**config.mk**
```make
export PLATFORM = sky130hd
export DESIGN_NAME = rvwap_back
export DESIGN_NICKNAME = d
export VERILOG_FILES = /design/src/sv/rvwap_pkg.sv /design/src/sv/rvwap_back.sv
export SDC_FILE = /design/constraint.sdc
export NUM_CORES = 2
export LEC_CHECK = 0
export ABC_AREA = 0
export BUFFER_PORTS_ARGS = -buffer_cell sky130_fd_sc_hd__clkbuf_2
export CORE_MARGIN = 2
export CORE_UTILIZATION = 45
export CTS_CLUSTER_DIAMETER = 150
export DETAILED_ROUTE_END_ITERATION = 10
export MAX_ROUTING_LAYER = met4
export SLEW_MARGIN = 20
export SYNTH_ARGS = -nofsm -noshare
export SYNTH_HDL_FRONTEND = slang
export SYNTH_SLANG_ARGS = --single-unit
```
**constraint.sdc**
```tcl
create_clock -name i_clk -period 21.8 [get_ports i_clk]
set_input_delay 3.27 -clock i_clk [delete_from_list [all_inputs] [get_ports i_clk]]
set_output_delay 3.27 -clock i_clk [all_outputs]
set_load 0.01 [all_outputs]
```
**src/sv/rvwap_pkg.sv**
```systemverilog
// Package for the rolling VWAP crossover backtest.
// Holds field widths, ring depth, action codes and the front-to-back queue entry type.
`default_nettype none
package rvwap_pkg;
    localparam int unsigned RING_DEPTH = 1024;
    localparam int unsigned PRICE_W = 24;
    localparam int unsigned VOL_W   = 24;
    localparam int unsigned PV_W    = 58;
    localparam int unsigned VSUM_W  = 34;
    localparam int unsigned CASH_W  = 56;
    localparam int unsigned RET_W   = 48;
    localparam int unsigned CAP_W   = 40;
    localparam int unsigned FEE_W   = 16;
    localparam int unsigned WLEN_W  = 11;

    localparam logic [1:0] ACT_NONE = 2'd0;
    localparam logic [1:0] ACT_BUY  = 2'd1;
    localparam logic [1:0] ACT_SELL = 2'd2;

    localparam logic [1:0] REG_WINDOW = 2'd0;
    localparam logic [1:0] REG_FEE    = 2'd1;
    localparam logic [1:0] REG_CAP    = 2'd2;

    // classified tick handed from front to back
    typedef struct packed {
        logic [PRICE_W-1:0] price;
        logic               above;
        logic               below;
        logic               active;   // window full: signal counts
        logic               first;    // first tick of run: reload cash
        logic               last;
        logic               done_long;
    } t_tick;
endpackage
`default_nettype wire

```
**src/sv/rvwap_back.sv**
```systemverilog
// Back end: position, fee, saturating cash and the serial percent-return divider.
// Depends on rvwap_pkg.
`default_nettype none
module rvwap_back (
    input  wire logic                          i_clk,
    input  wire logic                          i_rst_n,
    input  wire logic [rvwap_pkg::FEE_W-1:0]   i_fee,
    input  wire logic [rvwap_pkg::CAP_W-1:0]   i_cap,
    input  wire logic                          i_valid,
    output logic                               o_ready,
    input  rvwap_pkg::t_tick                   i_tick,
    output logic                               o_valid,
    input  wire logic                          i_ready,
    output logic [1:0]                         o_action,
    output logic                               o_holding,
    output logic signed [rvwap_pkg::CASH_W-1:0] o_cash,
    output logic signed [rvwap_pkg::RET_W-1:0] o_ret,
    output logic                               o_done
);
    localparam int unsigned CW = rvwap_pkg::CASH_W;
    localparam int unsigned RW = rvwap_pkg::RET_W;
    localparam int unsigned NW = 72;   // dividend: |diff|*25600 + s/2
    localparam int unsigned DW = 41;
    localparam logic [15:0] PCT = 16'd25600;
    localparam logic signed [CW+1:0] CASH_HI = {3'b000, {(CW-1){1'b1}}};
    localparam logic signed [CW+1:0] CASH_LO = {3'b111, {(CW-1){1'b0}}};
    localparam logic [NW-1:0] RET_LIM = NW'(1) << (RW - 1);

    typedef enum logic [4:0] {
        S_IDLE = 5'b00001, S_FEE = 5'b00010, S_TRADE = 5'b00100,
        S_DIV = 5'b01000, S_OUT = 5'b10000
    } t_bstate;

    t_bstate r_state;
    rvwap_pkg::t_tick r_t;
    logic [39:0] r_fee;
    logic signed [CW-1:0] r_cash;
    logic r_pos;
    logic [1:0] r_act;
    logic [NW-1:0] r_num;
    logic [DW-1:0] r_rem;
    logic [6:0] r_cnt;
    logic r_neg;
    logic [rvwap_pkg::CAP_W-1:0] r_s;

    logic signed [CW+1:0] w_base, w_buy, w_sell, w_mid, w_fin;
    logic w_b, w_s, w_liq;
    logic [rvwap_pkg::PRICE_W:0] w_pf, w_pm;
    logic [DW-1:0] w_trial;

    function automatic logic signed [CW-1:0] sat(input logic signed [CW+1:0] x);
        if (x > CASH_HI) return CASH_HI[CW-1:0];
        if (x < CASH_LO) return CASH_LO[CW-1:0];
        return x[CW-1:0];
    endfunction

    assign w_pf = {1'b0, r_t.price} + (rvwap_pkg::PRICE_W+1)'(r_fee[39:16]);
    assign w_pm = {1'b0, r_t.price} - (rvwap_pkg::PRICE_W+1)'(r_fee[39:16]);
    assign w_base = r_t.first ? (CW+2)'(i_cap) : (CW+2)'(r_cash);
    assign w_b = r_t.active && r_t.above && !r_pos;
    assign w_s = r_t.active && r_t.below && r_pos;
    assign w_buy  = w_base - (CW+2)'(w_pf);
    assign w_sell = w_base + (CW+2)'(w_pm);
    assign w_mid  = w_b ? (CW+2)'(sat(w_buy)) : w_s ? (CW+2)'(sat(w_sell)) : w_base;
    assign w_liq  = r_t.last && (w_b || (r_pos && !w_s));
    assign w_fin  = w_liq ? (CW+2)'(sat(w_mid + (CW+2)'(w_pm))) : w_mid;
    assign w_trial = {r_rem[DW-2:0], r_num[NW-1]};

    assign o_ready = (r_state == S_IDLE);
    assign o_valid = (r_state == S_OUT);
    assign o_action = r_act;
    assign o_holding = r_pos;
    assign o_cash = r_cash;
    assign o_done = r_t.last;

    always_ff @(posedge i_clk) begin
        if (!i_rst_n) begin
            r_state <= S_IDLE; r_pos <= 1'b0; r_cash <= '0;
        end else begin
            unique case (r_state)
                S_IDLE: if (i_valid) begin
                    r_t <= i_tick; r_state <= S_FEE;
                end
                S_FEE: begin
                    r_fee <= 40'(r_t.price * i_fee) + 40'd32768;
                    r_state <= S_TRADE;
                end
                S_TRADE: begin
                    logic signed [CW+1:0] d;
                    logic [CW+1:0] m;
                    logic [rvwap_pkg::CAP_W-1:0] s;
                    s = (i_cap == '0) ? rvwap_pkg::CAP_W'(1) : i_cap;
                    r_cash <= w_fin[CW-1:0];
                    r_act <= w_liq ? rvwap_pkg::ACT_SELL :
                             w_b ? rvwap_pkg::ACT_BUY :
                             w_s ? rvwap_pkg::ACT_SELL : rvwap_pkg::ACT_NONE;
                    r_pos <= r_t.last ? 1'b0 : (w_b ? 1'b1 : (w_s ? 1'b0 : r_pos));
                    d = w_fin - (CW+2)'(s);
                    r_neg <= d[CW+1];
                    m = d[CW+1] ? -d : d;
                    r_num <= NW'(m) * NW'(PCT) + NW'(s >> 1);
                    r_s <= s;
                    r_rem <= '0; r_cnt <= '0;
                    r_state <= (r_t.last && r_t.done_long) ? S_DIV : S_OUT;
                end
                S_DIV: begin
                    // one quotient bit per cycle
                    if (w_trial >= DW'(r_s)) begin
                        r_rem <= w_trial - DW'(r_s);
                        r_num <= {r_num[NW-2:0], 1'b1};
                    end else begin
                        r_rem <= w_trial;
                        r_num <= {r_num[NW-2:0], 1'b0};
                    end
                    r_cnt <= r_cnt + 7'd1;
                    if (r_cnt == 7'(NW-1)) r_state <= S_OUT;
                end
                S_OUT: if (i_ready) r_state <= S_IDLE;
                default: r_state <= S_IDLE;
            endcase
        end
    end

    // saturate quotient to 48-bit signed
    always_comb begin
        logic [NW-1:0] q;
        q = r_num;
        if (!(r_t.last && r_t.done_long)) o_ret = '0;
        else if (r_neg) o_ret = (q >= RET_LIM) ? {1'b1, {(RW-1){1'b0}}} : -RW'(q);
        else o_ret = (q >= RET_LIM) ? {1'b0, {(RW-1){1'b1}}} : RW'(q);
    end
endmodule
`default_nettype wire

```
==> results.yml <==
layout:
  fin_area_um2: 55090
  final_util_pct: 50.75
  drive_gt1_share_pct: 12.24
  areaGrowthSynthToFinish_pct: 12.13
  finalNetCount: 7391
die:
  coreArea_um2: 108600
  die_area_um2: 111800
  die_h_um: 334.4
  die_w_um: 334.4
  start_util_pct: 45.26
  row_count: 121
  io_pins: 200
yosys:
  yosysSeqAreaShare_pct: 15.73
  syn-mean-instance-area_um2: 8.113
  synth_flop_cell: "edfxtp_1"
  synth_area_leaders: "fa_1 16%, ha_1 14%, edfxtp_1 13%, inv_1 6.3%, xnor2_1 4.9%"
  synth_cells: 6056
  synthesis.nets: 7073
  synth_xor_area_share_pct: 7.834
  muxShareOfSynthArea_pct: 1.834
  yosysWarnings: 0
  synth-edff-count: 216
  synthAdderAreaFrac_pct: 29.58
  synthSimpleGateAreaFrac_pct: 19.48
  netlist.area_leader.share_pct: 15.81
  synth.cell_area_um2: 49130
  synth_cell_type_count: 106
  synth_top_family_by_area: "adder cells"
  yosys_register_bits: 278
  yosysTopAreaCell: "fa_1"
  async_flop_share_pct: 0
  synth_compound_area_share_pct: 17.10
detailed_routing:
  wl_um: 167200
  drc_errors: 0
  ant_nets: 0
  met2_wirelength_um: 72440
  drt_iter0_drc: 3502
  wl_met1_um: 76930
  vias: 44410
  first_pass_iters: 6
  top_layer: "met4"
  via_per_inst: 5.679
  route.met3.wl_um: 13010
  wire_per_inst_um: 21.38
critical_path:
  crit_path_top_delay_cell: "fa_1"
  regToRegSetupSlack_ns: 1.18
  cp-start-kind: "input pin"
  cp.arrival_ns: 21.01
  critPathMaxFanout: 11
  path_class: "in2reg"
  required_ns: 22.13
  path_delay_family: "compound AO/OA/AOI/OAI gates"
  crit_top_cell: "ha_1"
  critical_path_buf_inv_count: 11
  end_kind: "flip-flop"
  cp_slowest_stage_delay_ns: 0.53
place:
  place_area_um2: 53360
  io_buffers: 199
  place.gp.congestion: 1.014
  hpwl_um: 135500
job:
  drv_cap: 0
global_route:
  grt_max_degree: 85
  grt_util_all_layers_pct: 30.62
  grt_pass1_vias: 43360
  antenna_found_initial: 4
  grt_pass1_wl_um: 257800
  grt-ovfl-total: 0
status:
  outcome: "finished clean"
sta:
  final_hold_viol_count: 0
  period_share_pct: 94.86
  slew_headroom_pct: 23.70
  slew_violations: 0
  tightest_slew_ns: 1.135
  clock_skew_ns: 0.04837
  setup_viol: 0
  finalCriticalPeriod_ns: 20.68
  fmax_mhz: 48.36
clocking:
  cts_root_buf: "clkbuf_16"
  clockBufferDepth: 3
  worstSkewPairLatency_ns: 0.64
  htreeDepth: 2
  cts.sinks: 278
  clk_pin_slew_worst_paths_ns: 0.07
  cts_tree: "done"
  cts_hold_buf: 0
  cts_inserted_buffers: 39
worst_hold_path:
  hold_class: "reg2reg"
## stage by stage
| stage | hold slack (ns) | instances | TNS, ns | worst slack, ns |
|---|---|---|---|---|
| after detailed placement | 0.4751 | 7737 | 0 | 0.02843 |
| after floorplan | 0.4737 | 6056 | 0 | 0.1521 |
| after global placement | 0.4669 | 7737 | 0 | 0.2414 |
| final | 0.4823 | 7820 | 0 | 1.121 |
| after global routing | 0.5040 | 7819 | -0.6415 | -0.1848 |
| after CTS | 0.4816 | 7809 | 0 | 0.01925 |
## cells in the mapped netlist, types with 47 or more instances
| library cell | instances |
|---|---|
| inv_1 | 821 |
| nand2_1 | 617 |
| ha_1 | 539 |
| nor2_1 | 463 |
| fa_1 | 388 |
| a21oi_1 | 336 |
| o21ai_0 | 278 |
| xnor2_1 | 275 |
| edfxtp_1 | 216 |
| clkbuf_1 | 215 |
| and2_1 | 181 |
| xor2_1 | 144 |
| nor3_1 | 125 |
| a21o_1 | 117 |
| nand3_1 | 113 |
| dfxtp_1 | 62 |
| or3_1 | 62 |
| a21boi_0 | 59 |
| nand2b_1 | 57 |
| a31oi_1 | 54 |
| mux2i_1 | 54 |
| and3_1 | 53 |
| o211ai_1 | 49 |
| nor2b_1 | 47 |
| nor4_1 | 47 |
## tightest hold or removal path, cell delays in order (launching register included)
cell	delay [ns]
dfxtp_1	0.32
nand2_1	0.05
a21boi_0	0.06
## logic make-up (layout without fill, tap and decap cells)
logic type / after synthesis / in the layout
fa+ha+maj: 929 / 929
buf+inv: 1081 / 1430
xor+xnor: 430 / 430
other cells: 2 / 3
flops: 278 / 278
simple gates: 1958 / 1958
compound gates: 1292 / 1292
mux: 86 / 86
## per-layer routing
metal / global-route usage, % / vias up
met3: 5.048 / 235
met5: - / -
li1: - / 21210
met4: 8.444 / 0
met2: 46.19 / 1566
met1: 42.42 / 21390
## worst paths after layout
path	startpoint	endpoint	depth (start not counted)
min reg2reg	o_cash[13]	o_cash[13]	2
max reg2reg	r_fee[16]	r_num[64]	105
min	o_cash[13]	o_cash[13]	2
max	i_cap[0]	r_num[64]	84
## final cells by class
cell class	count	area (µm²)
Clock buffer	53	1070
Multi-Input combinational cell	4697	37580
Sequential cell	278	7727
Timing Repair Buffer	536	3562
Antenna cell	1	2.502
Tap cell	1414	1769
Fill cell	10600	53460
Inverter	822	3085
Clock inverter	19	287.8
## registers in the layout (all words and copies together) (netlist names)
name / count
o_action: 2
o_cash: 56
o_done: 1
o_holding: 1
r_cnt: 7
r_fee: 24
r_neg: 1
r_num: 72
r_rem: 40
r_s: 40
r_state: 5
r_t: 29
## repair_timing
action,4_1_cts,5_1_grt
resized for setup,1,80
setup buffers,0,10
gates cloned,0,0
pin swaps,0,20
setup endpoints to repair,1,45
endpoints found under the hold margin,0,0
## cell usage in the layout (no fill, tap or decap), types with 45 or more instances in the layout
cell      Yosys  routed
or3_1        62      61
inv_1       821     821
ha_1        539     536
edfxtp_1    216     216
xnor2_1     275     274
a31oi_1      54      51
a21boi_0     59      57
and2_1      181     179
nand2_1     617     615
a21oi_1     336     323
mux2i_1      54      54
xor2_1      144     144
fa_1        388     388
clkbuf_2      0     199
nor2b_1      47      45
o21a_1       45      45
o211ai_1     49      49
o21ai_0     278     263
nand2b_1     57      56
nand3_1     113     112
a21o_1      117     117
and3_1       53      51
buf_4         5     332
nor3_1      125     121
nor2_1      463     460
dfxtp_1      62      62
Power is not shown: default switching activity piles up to over one toggle a cycle in this logic, so the estimate is an artifact.
