**src/sv/rvwap_pkg.sv**
```systemverilog
// Package for the rolling VWAP crossover backtest.
// Holds field widths, ring depth, action codes and the front-to-back queue entry type.
`default_nettype none
package rvwap_pkg;
    localparam int unsigned RING_DEPTH = 1024;
    localparam int unsigned PRICE_W = 24;
    localparam int unsigned VOL_W   = 24;
    localparam int unsigned PV_W    = 58;
    localparam int unsigned VSUM_W  = 34;
    localparam int unsigned CASH_W  = 56;
    localparam int unsigned RET_W   = 48;
    localparam int unsigned CAP_W   = 40;
    localparam int unsigned FEE_W   = 16;
    localparam int unsigned WLEN_W  = 11;

    localparam logic [1:0] ACT_NONE = 2'd0;
    localparam logic [1:0] ACT_BUY  = 2'd1;
    localparam logic [1:0] ACT_SELL = 2'd2;

    localparam logic [1:0] REG_WINDOW = 2'd0;
    localparam logic [1:0] REG_FEE    = 2'd1;
    localparam logic [1:0] REG_CAP    = 2'd2;

    // classified tick handed from front to back
    typedef struct packed {
        logic [PRICE_W-1:0] price;
        logic               above;
        logic               below;
        logic               active;   // window full: signal counts
        logic               first;    // first tick of run: reload cash
        logic               last;
        logic               done_long;
    } t_tick;
endpackage
`default_nettype wire

```
**src/sv/rvwap_queue.sv**
```systemverilog
// Two-entry queue between front and back ends.
// Depends on rvwap_pkg for the entry type.
`default_nettype none
module rvwap_queue (
    input  wire logic       i_clk,
    input  wire logic       i_rst_n,
    input  wire logic       i_valid,
    output logic            o_ready,
    input  rvwap_pkg::t_tick i_data,
    output logic            o_valid,
    input  wire logic       i_ready,
    output rvwap_pkg::t_tick o_data
);
    rvwap_pkg::t_tick r_buf [2];
    logic r_wp, r_rp;
    logic [1:0] r_cnt;
    logic w_push, w_pop;
    assign o_ready = (r_cnt != 2'd2);
    assign o_valid = (r_cnt != 2'd0);
    assign o_data  = r_buf[r_rp];
    assign w_push = i_valid && o_ready;
    assign w_pop  = o_valid && i_ready;
    always_ff @(posedge i_clk) begin
        if (w_push) r_buf[r_wp] <= i_data;
    end
    always_ff @(posedge i_clk) begin
        if (!i_rst_n) begin
            r_wp <= 1'b0; r_rp <= 1'b0; r_cnt <= 2'd0;
        end else begin
            if (w_push) r_wp <= ~r_wp;
            if (w_pop)  r_rp <= ~r_rp;
            r_cnt <= r_cnt + {1'b0, w_push} - {1'b0, w_pop};
        end
    end
endmodule
`default_nettype wire

```
**config.mk**
```make
export PLATFORM = sky130hd
export DESIGN_NAME = rvwap_queue
export DESIGN_NICKNAME = d
export VERILOG_FILES = /design/src/sv/rvwap_pkg.sv /design/src/sv/rvwap_queue.sv
export SDC_FILE = /design/constraint.sdc
export NUM_CORES = 1
export LEC_CHECK = 0
export ABC_AREA = 1
export BUFFER_PORTS_ARGS = -buffer_cell sky130_fd_sc_hd__buf_2
export CAP_MARGIN = 0
export CORE_MARGIN = 5
export CORE_UTILIZATION = 41
export CTS_BUF_LIST = sky130_fd_sc_hd__clkbuf_2 sky130_fd_sc_hd__clkbuf_4 sky130_fd_sc_hd__clkbuf_8
export DETAILED_ROUTE_END_ITERATION = 7
export HOLD_SLACK_MARGIN = 0.08
export SYNTH_ARGS = -nofsm -noshare
export SYNTH_HDL_FRONTEND = slang
export SYNTH_SLANG_ARGS = --single-unit
```
**constraint.sdc**
```tcl
create_clock -name i_clk -period 3.35 [get_ports i_clk]
set_clock_uncertainty 0.2 [all_clocks]
set_input_delay 0.335 -clock i_clk [delete_from_list [all_inputs] [get_ports i_clk]]
set_output_delay 0.335 -clock i_clk [all_outputs]
set_load 0.05 [all_outputs]
```
==> results.yml, run 1 <==
outcome:
  outcome: "finished clean"
layout:
  nets: 270
  antennaDiodeCount: 0
  final_core_util: 0.575
  final-seq-area_um2: 1900
  drive_gt1_frac: 0.475
  multi_input_area_um2: 572
  area_growth_pct: 35.5
  num-fill-cells: 487
drt:
  antenna_left: 0
  post_drt_wl_per_cell_um: 14.8
  drt_pass1_iterations: 5
  dr_total_vias: 1438
  route.detailed.drc: 0
  drtIter0Drc: 45
  vias_per_cell: 4.59
  routed_wl_um: 4640
synth:
  async_flop_share: 0
  yosys-top-cells-area: "edfxtp_1 (71%), mux2_4 (18%), dfxtp_1 (4.0%), nand2_1 (1.3%), buf_6 (1.3%)"
  yosysMostFrequentCell: "edfxtp_1"
  syn_avg_cell_area_um2: 19.6
  synthDistinctLibCells: 10
  yosysSeqAreaShare: 0.753
  syn-num-nets: 165
  ys_seq_elements: 65
  synth_edf_count: 60
  synthTopCellsByCount: "edfxtp_1 (60), mux2_4 (30), nand2_1 (9), nor2_1 (8), inv_1 (7)"
  syn_inst: 129
  yosys_warnings: 0
  synthFlopType: "edfxtp_1"
  netlist_area_um2: 2530
  yosys.area.top_type_share: 0.713
  yosysTopAreaCell: "edfxtp_1"
cts:
  clk_pin_slew_ps: 60
  clk_path_buf_depth: 2
  cts_root_buf: "clkbuf_8"
  numClockSinks: 65
  cts_buffers: 9
  post_cts_buffers: 0
  cts_tree: "yes"
  cts_hold_buffers: 31
  clock_latency_ps: 320
  post_cts_resized: 0
  cts_max_level: 3
setup_path:
  cp.required_ps: 2810
  rrSetupSlack_ps: 1370
  path_cells: "mux2_4, buf_2"
  r2r-start: "r_cnt[0]$_SDFF_PN0_"
  startpoint_type: "flop"
  path_buf_inv: 1
  regToRegEndpoint: "r_buf[0][25]$_DFFE_PP_"
  crit_family: "flip-flops"
  endpoint: "o_data[10]"
  slowest_delay_ps: 1000
  crit_type: "flop to primary output"
  cp.depth: 2
  arrival_ps: 1910
  crit_fanout: 30
  slowest_stage: "dfxtp_2"
  end_kind: "primary output"
  r2r_cells: 4
grt:
  grt_overflow: 0
  grt_pass1_wl_um: 7200
  grt_antenna_before_repair: 0
  grt_pass1_vias: 1519
  groute.usage.overall: 0.126
  grt_max_degree: 31
place:
  gp_congestion: 0.663
  port_buffers: 65
  dp_slack_ps: 1200
  hpwlAfterDp_um: 3110
sta:
  whs_ps: 105
  post-route-period-util: 0.731
  final_max_slew_viol_count: 0
  worstMarginPinSlew_ps: 1020
  setup_slack_ps: 901
  slew_headroom: 0.319
  finalSetupViolCount: 0
  period_minus_slack_ps: 2450
  hold_viol: 0
  setup_tns_ps: 0
  rsz0062_at_grt: "false"
  clock.fmax_ghz: 0.408
power_and_ir_drop:
  total_power_mw: 2.72
  ir_drop_uv: 522
  p_leak_nw: 1.41
  pwr_density_cell_nw_per_um2: 794
floorplan:
  start_util: 0.424
  ioPinCount: 66
  rows: 28
  core_um2: 5960
  die_w_um: 88.5
  dieArea_um2: 7830
  die_y_um: 88.5
job:
  cap_violations: 0
worst_hold_path:
  hp-class: "input port to flop"
## cells in the final DEF, fill, tap and decap left out
cell	instances
clkbuf_4	2
nand2_1	9
nor2_1	7
dfxtp_1	4
ha_1	2
mux2_4	30
edfxtp_1	60
bufinv_16	1
nor2_4	1
a21oi_1	2
dlygate4sd3_1	31
nand3_1	3
inv_1	7
clkbuf_8	9
buf_2	65
buf_4	1
clkinv_2	3
dfxtp_2	1
## metal layers
| metal | GRT usage | wire length (µm) |
|---|---|---|
| met1 | 0.145 | 1820 |
| met2 | 0.213 | 2390 |
| met3 | 0.0345 | 339 |
| met4 | 0.0714 | 94 |
| met5 | 0 | 0 |
## registers in the layout (all words and copies together) (netlist names), named ones only
signal and cells:
r_cnt 2, r_rp 1, r_buf 60, r_wp 1
## kinds of logic (layout without fill, tap and decap cells)
kind of cell             after synthesis  after routing  share of synthesized area
buffers and inverters                 10            119                     0.0238
AO/OA/AOI/OAI                          2              2                    0.00396
flip-flops                            65             65                      0.753
multiplexers                          30             30                      0.178
AND/OR/NAND/NOR                       20             20                     0.0312
adder cells (fa/ha/maj)                2              2                    0.00990
## worst register-to-register path: stages (launching register included)
cell	delay, ps
dfxtp_1	380
inv_1	70
nand2_1	120
nand2_1	140
nor2_4	690
## how the worst min path moves through the flow
stage / from / endpoint / slack (ps) / depth (start not counted)
finish: i_valid / r_wp$_SDFFE_PN0N_ / 100 / 3
global placement: r_rp$_SDFFE_PN0P_ / r_rp$_SDFFE_PN0P_ / 290 / 2
floorplan: i_rst_n / r_cnt[0]$_SDFF_PN0_ / 230 / 2
CTS: i_valid / r_wp$_SDFFE_PN0N_ / 90 / 3
detailed placement: r_rp$_SDFFE_PN0P_ / flop / 290 / 2
global route: i_valid / r_wp$_SDFFE_PN0N_ / 140 / 3
## metrics by stage
stage	std cells	cell area (µm²)
floorplan	129	2530
detailed placement	267	2930
global route	313	3420
global placement	267	2930
finish	313	3420
CTS	313	3420
## area by class of cell
cell class                 count  share of cell area
multi-input combinational     54               0.167
clock inverter                 4              0.0132
clock buffer                  11              0.0406
sequential                    65               0.556
timing repair buffer          97               0.188
tap                           75              0.0274
inverter                       7             0.00768
## power by group
part	internal (mW)	total, mW	switching, mW	leakage (nW)
registers	1.03	1.13	0.100	0.602
logic	0.333	0.970	0.637	0.706
clock network	0.352	0.613	0.261	0.0998
(Power assumes the default switching activity.)
==> run 2, diff against run 1 <==
Settings changed: ABC_AREA 1 to 0, PLACE_DENSITY set to 0.67.
Clock period 3.35 ns to 2.08 ns, I/O delays scaled along.
==> run 2 against run 1 <==
Effect of this change: global-route usage decreased by 0.14 points; largest power group unchanged; register-to-register slack got worse by 1200 ps; worst setup slack worse by 780 ps; sequential cell count did not move; critical endpoint is now r_cnt[1]$_SDFF_PN0_; final area down 1.8%; via count decreased by 3.3%; sequential share of layout area grew 0.98 points; routed wire length shrank 3.1%; first-iteration DRC count rose by 47%.
==> results.yml, run 2 <==
cts:
  post_cts_resized: 0
  clk_pin_slew_ps: 60
  cts_tree: "yes"
  cts_root_buf: "clkbuf_8"
  clock_latency_ps: 330
  post_cts_buffers: 0
  clk_path_buf_depth: 2
  numClockSinks: 65
  cts_buffers: 9
  cts_max_level: 3
sta:
  hold_viol: 0
  clock.fmax_ghz: 0.511
  setup_tns_ps: 0
  worstMarginPinSlew_ps: 348
  final_max_slew_viol_count: 0
  post-route-period-util: 0.942
  finalSetupViolCount: 0
  slew_headroom: 0.768
  period_minus_slack_ps: 1960
  rsz0062_at_grt: "false"
grt:
  grt_antenna_before_repair: 0
  grt.busiest_layer: "met2"
  use_met1: 0.134
  grt_overflow: 0
  met3_usage: 0.0532
  groute.usage.overall: 0.125
  use_met2: 0.209
  grt_pass1_wl_um: 6840
  grt_max_degree: 31
  grt_pass1_vias: 1466
outcome:
  outcome: "finished clean"
synth:
  syn_inst: 117
  syn-num-nets: 153
  netlist_area_um2: 2410
  yosysTopAreaCell: "edfxtp_1"
  yosysMostFrequentCell: "edfxtp_1"
  synthTopCellsByCount: "edfxtp_1 (60), mux2_2 (30), dfxtp_1 (5), buf_6 (3), xnor2_1 (3)"
  yosysSeqAreaShare: 0.790
  async_flop_share: 0
  synthDistinctLibCells: 16
  yosys_warnings: 0
  ys_seq_elements: 65
  synthFlopType: "edfxtp_1"
  yosys-top-cells-area: "edfxtp_1 (75%), mux2_2 (14%), dfxtp_1 (4.2%), buf_6 (1.4%), xnor2_1 (1.1%)"
  syn_avg_cell_area_um2: 20.6
  yosys.area.top_type_share: 0.748
  synth_edf_count: 60
setup_path:
  r2r-start: "r_cnt[0]$_SDFF_PN0_"
  cp.required_ps: 2100
  startpoint_type: "flop"
  crit_type: "flop to flop"
  cp-startpoint: "r_cnt[0]$_SDFF_PN0_"
  arrival_ps: 1980
  crit_fanout: 4
  end_kind: "flop"
layout:
  final_cell_mix: "buf_2 (65), edfxtp_1 (60), dlygate4sd3_1 (31), mux2_2 (30), clkbuf_8 (9)"
  nets: 261
  top_register: "r_buf"
  antennaDiodeCount: 0
  final_core_util: 0.578
  area_growth_pct: 39.5
  largest_registers: "r_buf: 60 flops, r_cnt: 2 flops"
  drive_gt1_frac: 0.517
  layout_commonest_cell: "buf_2"
  largest_reg_flops: 60
floorplan:
  die_w_um: 86.6
  die_y_um: 86.6
  start_util: 0.414
  ioPinCount: 66
  dieArea_um2: 7510
  rows: 28
  core_um2: 5820
power_and_ir_drop:
  switchingPower_mw: 1.56
  p_int_mw: 2.73
  pwr-share-seq: 0.398
  clkPwrFrac: 0.237
  p_comb_frac: 0.366
  ir_drop_uv: 762
  pwr_density_cell_nw_per_um2: 1280
  switching_share: 0.363
  p_leak_nw: 1.29
place:
  gp_congestion: 0.724
  hpwlAfterDp_um: 2900
  port_buffers: 65
drt:
  route.detailed.drc: 0
  antenna_left: 0
  drt_pass1_iterations: 4
  post_drt_wl_per_cell_um: 14.7
  dr_total_vias: 1391
  routed_wl_um: 4500
  drtIter0Drc: 66
  vias_per_cell: 4.56
worst_hold_path:
  min-delay-start: "i_ready"
  hp-class: "input port to flop"
job:
  cap_violations: 0
==> run 2: changes by cell type after synthesis, moves of 3 or more <==
cell     delta
mux2_2     +30
xnor2_1     +3
nand2_1     -7
nor2_1      -7
nand3_1     -3
inv_1       -6
mux2_4     -30
==> run 2: per-layer routing <==
layer,up-vias,part of all wire
li1,666,-
met1,662,0.40
met2,49,0.50
met3,14,0.081
met4,0,0.019
met5,-,0
==> run 2: timing repair <==
item                                   in CTS  in global routing
endpoints found under the hold margin      65                  0
setup endpoints to repair                   0                  0
hold buffers                               31                  0
==> run 2: layout make-up <==
| cell class | instances | area (µm²) |
|---|---|---|
| Multi-Input combinational cell | 48 | 480 |
| Tap cell | 75 | 93.8 |
| Sequential cell | 65 | 1900 |
| Clock buffer | 12 | 146 |
| Timing Repair Buffer | 100 | 691 |
| Fill cell | 490 | 2450 |
| Clock inverter | 4 | 43.8 |
| Inverter | 1 | 3.75 |
==> run 2: path summary, 6_finish.rpt <==
path | to | slack [ps] | cells after the start
setup reg to reg | r_cnt[1]$_SDFF_PN0_ | 120 | 8
hold reg to reg | flop | 340 | 2
setup / recovery | r_cnt[1]$_SDFF_PN0_ | 120 | 8
hold / removal | flop | 120 | 4
==> run 2: cell families after synthesis <==
| family | share of synthesized area |
|---|---|
| AO/OA/AOI/OAI | 0.00364 |
| buffers and inverters | 0.0156 |
| adder cells (fa/ha/maj) | 0.0104 |
| flip-flops | 0.790 |
| multiplexers | 0.144 |
| XOR/XNOR | 0.0109 |
| AND/OR/NAND/NOR | 0.0255 |
==> run 2: power by group through the flow <==
stage | Sequential [mW] | Combinational (mW) | Clock (mW)
2_1_floorplan | 1.72 | 1.21 | 0
3_3_place_gp | 1.72 | 1.51 | 0
3_5_place_dp | 1.73 | 1.53 | 0
4_1_cts | 1.71 | 1.58 | 1.04
5_1_grt | 1.72 | 1.65 | 1.12
6_report | 1.71 | 1.57 | 1.01
==> run 2: worst max-delay path: stages (launching register included) <==
cell and delay [ps]:
dfxtp_1 370, nand2b_2 160, nand2_1 150, ha_1 330, inv_1 40, ha_1 190, xnor2_1 140, xnor2_1 130
and2_1 150
==> run 2: through the flow <==
| step | power [mW] | std cells | worst slack, ps | hold WS (ps) | cell area [µm²] |
|---|---|---|---|---|---|
| after floorplan | 2.93 | 117 | 55.9 | 107 | 2420 |
| after global placement | 3.23 | 258 | 285 | 197 | 2860 |
| after detailed placement | 3.26 | 258 | 145 | 199 | 2860 |
| after CTS | 4.32 | 305 | 119 | 104 | 3360 |
| after global routing | 4.49 | 305 | 29.9 | 115 | 3360 |
| final | 4.29 | 305 | 121 | 120 | 3360 |
==> run 3, diff against run 2 <==
Settings changed: ABC_AREA 0 to 1, CORE_UTILIZATION 41 to 49, PLACE_DENSITY 0.67 to 0.78.
==> run 3 against run 2 <==
Effect of this change: first-iteration DRC count rose by 11%; final area rose by 3.9%; fmax rose by 4.9%; core utilization rose by 11 points; via count rose by 1.2%; critical path depth fell by 5; sequential share of layout area fell by 2.1 points.
==> results.yml, run 3 (synthesis gave the netlist of run 1 again) <==
drt:
  drtIter0Drc: 73
  dr_total_vias: 1408
  antenna_left: 0
  routed_wl_um: 4620
  vias_per_cell: 4.50
  post_drt_wl_per_cell_um: 14.8
  drt_pass1_iterations: 4
  route.detailed.drc: 0
power_and_ir_drop:
  p_int_mw: 2.77
  switching_share: 0.370
  pwr_density_cell_nw_per_um2: 1260
  switchingPower_mw: 1.63
  p_comb_frac: 0.385
  clkPwrFrac: 0.224
  p_leak_nw: 1.42
  ir_drop_uv: 816
  pwr-share-seq: 0.392
floorplan:
  ioPinCount: 66
  core_um2: 5040
  rows: 26
  start_util: 0.501
  dieArea_um2: 6690
  die_y_um: 81.8
  die_w_um: 81.8
setup_path:
  path_cells: "buf_12, mux2_4, buf_2"
  startpoint_type: "flop"
  r2r_cells: 10
  crit_fanout: 30
  end_kind: "primary output"
  crit_family: "buffers and inverters"
  cp.required_ps: 1670
  crit_type: "flop to primary output"
  slowest_delay_ps: 340
  slowest_stage: "dfxtp_2"
  arrival_ps: 1460
  path_buf_inv: 2
  cp.depth: 3
grt:
  grt_antenna_before_repair: 0
  groute.usage.overall: 0.148
  grt_pass1_wl_um: 7120
  grt_overflow: 0
  grt_pass1_vias: 1512
  grt_max_degree: 31
place:
  gp_congestion: 0.684
  hpwlAfterDp_um: 2860
  place_inst: 264
  port_buffers: 65
cts:
  numClockSinks: 65
  cts_root_buf: "clkbuf_8"
  cts_max_level: 3
  clock_latency_ps: 310
  clk_pin_slew_ps: 60
  cts_tree: "yes"
  post_cts_resized: 0
  clk_path_buf_depth: 2
  cts_buffers: 9
sta:
  period_minus_slack_ps: 1870
  worstMarginPinSlew_ps: 343
  whs_ps: 337
  finalSetupViolCount: 0
  slew_headroom: 0.771
  rsz0062_at_grt: "false"
  final_max_slew_viol_count: 0
  post-route-period-util: 0.898
  hold_viol: 0
  setup_tns_ps: 0
  clock.fmax_ghz: 0.535
layout:
  antennaDiodeCount: 0
  nets: 274
  final_cell_count_no_fill: 313
  final_cell_mix: "buf_2 (65), edfxtp_1 (60), dlygate4sd3_1 (33), mux2_4 (30)"
  largest_reg_flops: 60
  area_growth_pct: 38.3
  largest_registers: "r_buf: 60 flops, r_cnt: 2 flops"
  drive_gt1_frac: 0.469
  top_register: "r_buf"
  layout_commonest_cell: "buf_2"
  final_core_util: 0.693
worst_hold_path:
  hp-class: "flop to flop"
  hold_depth: 2
outcome:
  outcome: "finished clean"
job:
  cap_violations: 0
==> run 3: what timing repair did <==
action                     4_1_cts  5_1_grt
buffers inserted                 0        0
setup endpoints to repair        0        0
hold endpoints to repair        65        0
hold buffers                    33        0
==> run 3: power groups by stage <==
stage	clock network [mW]	logic [mW]	registers, mW
after detailed placement	0	1.66	1.75
after CTS	1.01	1.71	1.73
after floorplan	0	1.34	1.74
final	0.985	1.69	1.73
after global routing	1.07	1.78	1.74
after global placement	0	1.64	1.74
==> run 3: layer usage <==
metal  part of all wire  track usage  routed length, µm
met1               0.39        0.169               1820
met2               0.55        0.264               2550
met3              0.039       0.0274                182
met4              0.014       0.0748                 63
met5                  0            0                  0
==> run 3: stage by stage <==
| step | worst slack, ps | instance area [µm²] | power [mW] |
|---|---|---|---|
| floorplan | 23.4 | 2540 | 3.07 |
| global placement | 409 | 2980 | 3.38 |
| detailed placement | 317 | 2980 | 3.42 |
| CTS | 200 | 3490 | 4.45 |
| global route | 162 | 3490 | 4.60 |
| finish | 212 | 3490 | 4.41 |
==> run 3: worst register-to-register path: cells and delay by family (launching register included) <==
kind | cells | cell delay, ps
fa+ha+maj | 2 | 480
simple gates | 4 | 370
flops | 1 | 350
buf+inv | 3 | 160
compound gates | 1 | 120
==> run 3: final cells by class <==
| cell class | count | area (µm²) |
|---|---|---|
| flip-flops and latches | 65 | 1900 |
| repair buffers | 101 | 716 |
| multi-input cells | 54 | 572 |
| fillers | 338 | 1550 |
| clock buffers | 9 | 124 |
| clock inverters | 7 | 61.3 |
| inverters | 7 | 30.0 |
| well taps | 70 | 87.6 |
==> run 3: path summary, 6_finish.rpt <==
kind / from / endpoint / slack [ps]
min: r_rp$_SDFFE_PN0P_ / flop / 340
max reg2reg: r_cnt[0]$_SDFF_PN0_ / r_cnt[1]$_SDFF_PN0_ / 290
max: flop / o_data[23] / 210
min reg2reg: r_rp$_SDFFE_PN0P_ / flop / 340
